[config.mk]
export PLATFORM = sky130hd
export DESIGN_NAME = byte_stuffed_frame_deframer
export DESIGN_NICKNAME = d
export VERILOG_FILES = /design/src/rtl/bsfd_pkg.sv /design/src/rtl/byte_stuffed_frame_deframer.sv /design/src/rtl/bsfd_core.sv /design/src/rtl/bsfd_queue.sv
export SDC_FILE = /design/constraint.sdc
export NUM_CORES = 1
export LEC_CHECK = 0
export ABC_AREA = 1
export ABC_CLOCK_PERIOD_IN_PS = 6600
export BUFFER_PORTS_ARGS = -buffer_cell sky130_fd_sc_hd__clkbuf_2
export CORE_MARGIN = 10
export CORE_UTILIZATION = 30
export CTS_CLUSTER_DIAMETER = 40
export DETAILED_ROUTE_END_ITERATION = 8
export PLACE_DENSITY_LB_ADDON = 0.05
export REMOVE_ABC_BUFFERS = 1
export SLEW_MARGIN = 20
export SYNTH_ARGS = -nofsm -noshare
export SYNTH_HDL_FRONTEND = slang
export SYNTH_SLANG_ARGS = --single-unit
[constraint.sdc]
create_clock -name clk -period 6.6 [get_ports clk]
set_input_delay 0.33 -clock clk [delete_from_list [all_inputs] [get_ports clk]]
set_output_delay 0.33 -clock clk [all_outputs]
set_load 0.03 [all_outputs]
[src/rtl/bsfd_pkg.sv]
package bsfd_pkg;

    localparam int BYTE_W = 8;

    // configuration register indexes
    localparam logic [1:0] CFG_FRAME_DELIMITER        = 2'd0;
    localparam logic [1:0] CFG_ESCAPE_CODE            = 2'd1;
    localparam logic [1:0] CFG_ESCAPED_DELIMITER_CODE = 2'd2;
    localparam logic [1:0] CFG_ESCAPED_ESCAPE_CODE    = 2'd3;

    localparam logic [BYTE_W-1:0] RST_FRAME_DELIMITER        = 8'd192;
    localparam logic [BYTE_W-1:0] RST_ESCAPE_CODE            = 8'd219;
    localparam logic [BYTE_W-1:0] RST_ESCAPED_DELIMITER_CODE = 8'd220;
    localparam logic [BYTE_W-1:0] RST_ESCAPED_ESCAPE_CODE    = 8'd221;

    // one decoded output byte
    typedef struct packed {
        logic [BYTE_W-1:0] data;
        logic              last;
    } result_t;

    // results produced by one input byte, in order (r0 first)
    typedef struct packed {
        logic [1:0] cnt;
        result_t    r0;
        result_t    r1;
    } result_pair_t;

endpackage

[src/rtl/byte_stuffed_frame_deframer.sv]
// Results of a taken request are registered in the queue, then offered on out_valid.
// Throughput: one input byte per cycle, held off while the result queue lacks room for
// two results; output drains one byte per cycle while out_ready is high.
// Reset (rst_n, async, active low): escape and hold flags cleared, queue emptied,
// registers back to 192 / 219 / 220 / 221.
module byte_stuffed_frame_deframer
    import bsfd_pkg::*;
#(
    parameter int QUEUE_DEPTH = 4  // power of two, at least 4
)
(
    input  logic              clk,
    input  logic              rst_n,
    // configuration write port
    input  logic              cfg_we,
    input  logic [1:0]        cfg_index,
    input  logic [BYTE_W-1:0] cfg_data,
    // stuffed byte stream in
    input  logic              in_valid,
    output logic              in_ready,
    input  logic [BYTE_W-1:0] in_byte,
    // decoded frame bytes out
    output logic              out_valid,
    input  logic              out_ready,
    output logic [BYTE_W-1:0] out_byte,
    output logic              frame_last
);

    result_pair_t res;
    logic         take;
    logic         room;

    // in_ready depends only on queue fill, never on in_valid
    assign in_ready = room;
    assign take     = in_valid && in_ready;

    // Unstuffing decoder: escape flag, one held-back byte so the frame's
    // final byte can be marked last when the delimiter arrives.
    bsfd_core u_core
    (
        .clk       (clk),
        .rst_n     (rst_n),
        .cfg_we    (cfg_we),
        .cfg_index (cfg_index),
        .cfg_data  (cfg_data),
        .take      (take),
        .in_byte   (in_byte),
        .res       (res)
    );

    // Result queue: takes up to two results per request, presents one per cycle while out_ready is high.
    bsfd_queue #(
        .DEPTH (QUEUE_DEPTH)
    ) u_queue
    (
        .clk        (clk),
        .rst_n      (rst_n),
        .wr         (res),
        .room       (room),
        .out_valid  (out_valid),
        .out_ready  (out_ready),
        .out_byte   (out_byte),
        .frame_last (frame_last)
    );

endmodule

[src/rtl/bsfd_core.sv]
module bsfd_core
    import bsfd_pkg::*;
(
    input  logic              clk,
    input  logic              rst_n,
    input  logic              cfg_we,
    input  logic [1:0]        cfg_index,
    input  logic [BYTE_W-1:0] cfg_data,
    input  logic              take,
    input  logic [BYTE_W-1:0] in_byte,
    output result_pair_t      res
);

    logic [BYTE_W-1:0] frame_delimiter_reg;
    logic [BYTE_W-1:0] escape_code_reg;
    logic [BYTE_W-1:0] escaped_delimiter_code_reg;
    logic [BYTE_W-1:0] escaped_escape_code_reg;

    logic              escape_pending_reg;
    logic              escape_pending_next;
    logic              holding_valid_reg;
    logic              holding_valid_next;
    logic [BYTE_W-1:0] held_byte_reg;
    logic [BYTE_W-1:0] held_byte_next;

    // decoded bytes appended to the frame by this input
    logic [1:0]        push_cnt;
    logic [BYTE_W-1:0] push0;
    logic [BYTE_W-1:0] push1;
    logic              close_frame;

    always_comb
    begin
        push_cnt            = 2'd0;
        push0               = in_byte;
        push1               = in_byte;
        close_frame         = 1'b0;
        escape_pending_next = escape_pending_reg;
        if (escape_pending_reg)
        begin
            escape_pending_next = 1'b0;
            if (in_byte == escaped_delimiter_code_reg)
            begin
                push_cnt = 2'd1;
                push0    = frame_delimiter_reg;
            end
            else if (in_byte == escaped_escape_code_reg)
            begin
                push_cnt = 2'd1;
                push0    = escape_code_reg;
            end
            else
            begin
                push_cnt = 2'd2;
                push0    = escape_code_reg;
                push1    = in_byte;
            end
        end
        else if (in_byte == escape_code_reg)
        begin
            escape_pending_next = 1'b1;
        end
        else if (in_byte == frame_delimiter_reg)
        begin
            close_frame = 1'b1;
        end
        else
        begin
            push_cnt = 2'd1;
            push0    = in_byte;
        end
    end

    // held byte goes out first; the newest pushed byte is held back
    always_comb
    begin
        res                = '0;
        holding_valid_next = holding_valid_reg;
        held_byte_next     = held_byte_reg;
        if (close_frame)
        begin
            if (holding_valid_reg)
            begin
                res.cnt     = 2'd1;
                res.r0.data = held_byte_reg;
                res.r0.last = 1'b1;
            end
            holding_valid_next = 1'b0;
        end
        else if (push_cnt == 2'd1)
        begin
            if (holding_valid_reg)
            begin
                res.cnt     = 2'd1;
                res.r0.data = held_byte_reg;
            end
            holding_valid_next = 1'b1;
            held_byte_next     = push0;
        end
        else if (push_cnt == 2'd2)
        begin
            if (holding_valid_reg)
            begin
                res.cnt     = 2'd2;
                res.r0.data = held_byte_reg;
                res.r1.data = push0;
            end
            else
            begin
                res.cnt     = 2'd1;
                res.r0.data = push0;
            end
            holding_valid_next = 1'b1;
            held_byte_next     = push1;
        end
        if (!take)
        begin
            res.cnt = 2'd0;
        end
    end

    always_ff @(posedge clk or negedge rst_n)
    begin
        if (!rst_n)
        begin
            frame_delimiter_reg        <= RST_FRAME_DELIMITER;
            escape_code_reg            <= RST_ESCAPE_CODE;
            escaped_delimiter_code_reg <= RST_ESCAPED_DELIMITER_CODE;
            escaped_escape_code_reg    <= RST_ESCAPED_ESCAPE_CODE;
            escape_pending_reg         <= 1'b0;
            holding_valid_reg          <= 1'b0;
        end
        else
        begin
            if (cfg_we)
            begin
                case (cfg_index)
                    CFG_FRAME_DELIMITER:        frame_delimiter_reg        <= cfg_data;
                    CFG_ESCAPE_CODE:            escape_code_reg            <= cfg_data;
                    CFG_ESCAPED_DELIMITER_CODE: escaped_delimiter_code_reg <= cfg_data;
                    CFG_ESCAPED_ESCAPE_CODE:    escaped_escape_code_reg    <= cfg_data;
                    default: ;
                endcase
            end
            if (take)
            begin
                escape_pending_reg <= escape_pending_next;
                holding_valid_reg  <= holding_valid_next;
            end
        end
    end

    always_ff @(posedge clk)
    begin
        if (take)
        begin
            held_byte_reg <= held_byte_next;
        end
    end

endmodule

[src/rtl/bsfd_queue.sv]
module bsfd_queue
    import bsfd_pkg::*;
#(
    parameter int DEPTH = 4
)
(
    input  logic              clk,
    input  logic              rst_n,
    input  result_pair_t      wr,
    output logic              room,
    output logic              out_valid,
    input  logic              out_ready,
    output logic [BYTE_W-1:0] out_byte,
    output logic              frame_last
);

    localparam int PTR_W = $clog2(DEPTH);
    localparam int CNT_W = $clog2(DEPTH + 1);

    result_t          mem_reg [DEPTH];
    logic [PTR_W-1:0] wr_ptr_reg;
    logic [PTR_W-1:0] rd_ptr_reg;
    logic [CNT_W-1:0] count_reg;
    logic [CNT_W-1:0] count_next;
    logic [PTR_W-1:0] wr_ptr_plus1;
    logic             pop;

    assign pop          = out_valid && out_ready;
    assign out_valid    = (count_reg != '0);
    assign out_byte     = mem_reg[rd_ptr_reg].data;
    assign frame_last   = mem_reg[rd_ptr_reg].last;
    // two free slots needed since one byte can expand to two results
    assign room         = (count_reg <= CNT_W'(DEPTH - 2));
    assign wr_ptr_plus1 = wr_ptr_reg + PTR_W'(1);
    assign count_next   = count_reg + CNT_W'(wr.cnt) - CNT_W'(pop);

    always_ff @(posedge clk or negedge rst_n)
    begin
        if (!rst_n)
        begin
            wr_ptr_reg <= '0;
            rd_ptr_reg <= '0;
            count_reg  <= '0;
        end
        else
        begin
            wr_ptr_reg <= wr_ptr_reg + PTR_W'(wr.cnt);
            if (pop)
            begin
                rd_ptr_reg <= rd_ptr_reg + PTR_W'(1);
            end
            count_reg <= count_next;
        end
    end

    always_ff @(posedge clk)
    begin
        if (wr.cnt != 2'd0)
        begin
            mem_reg[wr_ptr_reg] <= wr.r0;
        end
        if (wr.cnt == 2'd2)
        begin
            mem_reg[wr_ptr_plus1] <= wr.r1;
        end
    end

endmodule

==> results by group <==
Run status
  – Outcome: completed

Global route
  – Global Route met3 Usage: 2.94%
  – All-layer global routing usage: 11.8%
  – Largest net degree at the start of global routing: 42
  – Vias in the first global route: 3,811
  – First-pass GRT wire length: 20,500 um
  – Antenna violations before repair: 0
  – GRT overflow: 0
  – M2 GR Usage: 19.7%
  – Met1 global-route usage: 14.7%
  – GRT Max-Usage Layer: met2

Timing
  – Slew @ Worst Pin: 956 ps
  – Final Max Tran Viols: 0
  – Relative slew slack: 36.3%
  – Setup TNS: 0 ps
  – RSZ-0062 raised after global routing: false
  – Highest clock rate: 267 MHz
  – Final setup fails: 0
  – Clk_skew: 8.66 ps
  – Final cycle utilization of the critical path: 56.7%
  – Final hold violation count: 0
  – Period minus WS final: 3740 ps

Setup path
  – Worst Reg-to-Reg Cells: 15
  – CP arrival: 3750 ps
  – Setup crit end kind: register
  – Crit-path cells: nand2_1 > nand2_1 > nand2_1 > nor2_1 > nand2_1 > o21ai_0 > a21oi_1 > ha_1 > nor3_1 > nand2_4 > inv_4 > nand2_8 > nor2_2 > inv_1 > nand2_1
  – Critical Path Fanout Max: 19
  – Largest stage delay on the critical path: 550 ps
  – R2r endpoint: u_queue.mem_reg[0][6]$_DFFE_PP_
  – Critical-path top delay cell: dfstp_2
  – Crit Path Class: reg -> reg
  – Startpoint types: register
  – Req. time, crit path: 6600 ps
  – R2R Path Start: u_core.escape_code_reg[0]$_DFFE_PN1P_
  – R2r setup slk: 2860 ps
  – Critical Path Most Common Cell: nand2_1

Cells and area
  – Multi-input logic area: 2130 um2
  – Layout cells sized above 1: 14.9%
  – Design area: 5400 um2
  – Filler cells: 1,694
  – ANT cells: 0
  – Sequential cell area: 2330 um2
  – Largest register FFs: 36
  – Fin nets: 655
  – P&R area growth vs syn: 12.5%
  – Finished Core Util: 34.3%

Route
  – Iter 0 DRT Violations: 343
  – # DRC: 0
  – Pre-Repair DR Iteration Count: 5
  – Routed len/inst: 14.8 um
  – Final Routed Wirelength: 12,500 um
  – Antenna Nets Post-Route: 0
  – Via count: 3,906
  – Vias per cell: 4.62

Clocking
  – CTS sink count: 85
  – CTS H-tree lvls: 3
  – Postcts setup bufs: 0
  – Root buffer cell: clkbuf_16
  – Clk buf depth: 2
  – CTS resizes: 0
  – CTS Hold Buffers Added: 0
  – CTS tree: yes
  – Clock transition at the registers of the reported paths: 60 ps
  – Total CTS buffers: 9
  – Clock Latency Late Sink: 340 ps

Logic synthesis
  – Cells after synthesis: 600
  – Leading area contributor after synthesis: edfxtp_1
  – Post-synthesis sequential area ratio: 48.6%
  – Syn_area_per_cell: 8.00 um2
  – Dominant synthesized flop cell: edfxtp_1
  – Synth Register Bits: 85
  – Commonest cells post-synth: nand2_1, o21ai_0, inv_1
  – Count leader, synth: nand2_1
  – Number of flops mapped to enable cells by yosys: 40
  – Post-synth top area share: 25.0%
  – YS warnings: 0
  – Synth cell types: 36
  – Synth async-reset ratio: 48.2%
  – Syn Std Cell Area: 4800 um2
  – Synth top area cells: edfxtp_1, nand2_1, dfrtp_1

Placement
  – Gpl congestion: 0.826
  – IO Port Bufs: 33
  – Post-Place Cell Area: 5140 um2
  – DP HPWL: 9780 um

Run
  – Max Cap Viol: 0

Power
  – PwrDens: 342 nW/um2
  – Worst VDD drop: 111 uV
  – Leakage power: 0.00235 uW
  – Pwr Total: 1850 uW

Die
  – Rows: 46
  – Die X: 147 um
  – Initial Util: 30.4%
  – Area of the core: 15,800 um2
  – I/O Pins: 34
  – Die Ht: 147 um
  – Die footprint: 21,500 um2

Min path
  – Min-Delay Path Class: in -> async
-- placed cells by master, fill, tap and decap left out, drive strengths merged --
master / Yosys / layout
nor2: 44 / 44
clkinv: 1 / 2
fa: 1 / 1
clkbuf: 13 / 46
ha: 6 / 6
xor2: 7 / 7
nor3: 1 / 1
o21ai: 95 / 95
nand2: 195 / 195
buf: 6 / 1
nand3: 41 / 41
xnor2: 13 / 13
nor4: 1 / 1
dfrtp: 22 / 22
o22ai: 9 / 9
a21boi: 1 / 1
dfxtp: 4 / 4
dfstp: 19 / 19
inv: 62 / 63
nand4: 6 / 6
edfxtp: 40 / 40
or2: 3 / 3
a21oi: 10 / 10
-- per-stage QoR --
| step | setup slack [ps] | hold WS, ps | cells |
|---|---|---|---|
| floorplan | 3360 | 34.4 | 581 |
| global placement | 2850 | 484 | 830 |
| detailed placement | 2730 | 491 | 830 |
| CTS | 2810 | 209 | 846 |
| global route | 2490 | 197 | 846 |
| finish | 2860 | 135 | 846 |
-- logic make-up after synthesis --
family | share of synthesized area, %
buffers and inverters | 7.04
xor gates and xnor gates | 3.65
adders and majority gates | 1.98
AOI/OAI and AO/OA | 12.3
and+or+nand+nor | 26.5
DFF | 48.6
-- layer usage --
metal,part of all wire (%),wire [um]
met1,47,5860
met2,49,6080
met3,3.7,462
met4,0.98,123
met5,0,0
-- how the worst max path moves through the flow --
stage	start	endpoint	slack (ps)	depth (start not counted)
2_1_floorplan	u_core.escaped_delimiter_code_reg[6]$_DFFE_PN1P_	u_queue.count_reg[2]$_DFF_PN0_	3360	16
3_3_place_gp	in_byte[6]	u_queue.mem_reg[0][1]$_DFFE_PP_	2850	17
3_5_place_dp	in_byte[6]	u_queue.mem_reg[0][1]$_DFFE_PP_	2730	17
4_1_cts	u_core.escape_code_reg[0]$_DFFE_PN1P_	u_queue.mem_reg[0][6]$_DFFE_PP_	2810	15
5_1_grt	u_core.frame_delimiter_reg[6]$_DFFE_PN1P_	u_queue.mem_reg[0][6]$_DFFE_PP_	2490	15
6_report	u_core.escape_code_reg[0]$_DFFE_PN1P_	u_queue.mem_reg[0][6]$_DFFE_PP_	2860	15
-- worst max-delay path, delay by kind of cell (launching register included) --
family	cells	cell delay, ps
AND/OR/NAND/NOR	10	1860
buffers and inverters	2	330
AO/OA/AOI/OAI	2	240
flip-flops	1	550
adder cells (fa/ha/maj)	1	410
-- report_power, final --
part / total, uW / switching, uW / internal (uW)
Combinational: 592 / 407 / 185
Sequential: 780 / 96.6 / 683
Clock: 475 / 209 / 266
Total: 1850 / 713 / 1130
-- layout make-up --
class	instances	share of cell area (%)
clock buffer	14	4.70
clock inverter	2	0.208
timing repair buffer	33	3.06
multi-input combinational	433	39.5
tap	216	5.00
sequential	85	43.1
inverter	63	4.42
Note: power is estimated with default switching activity, not from simulation.
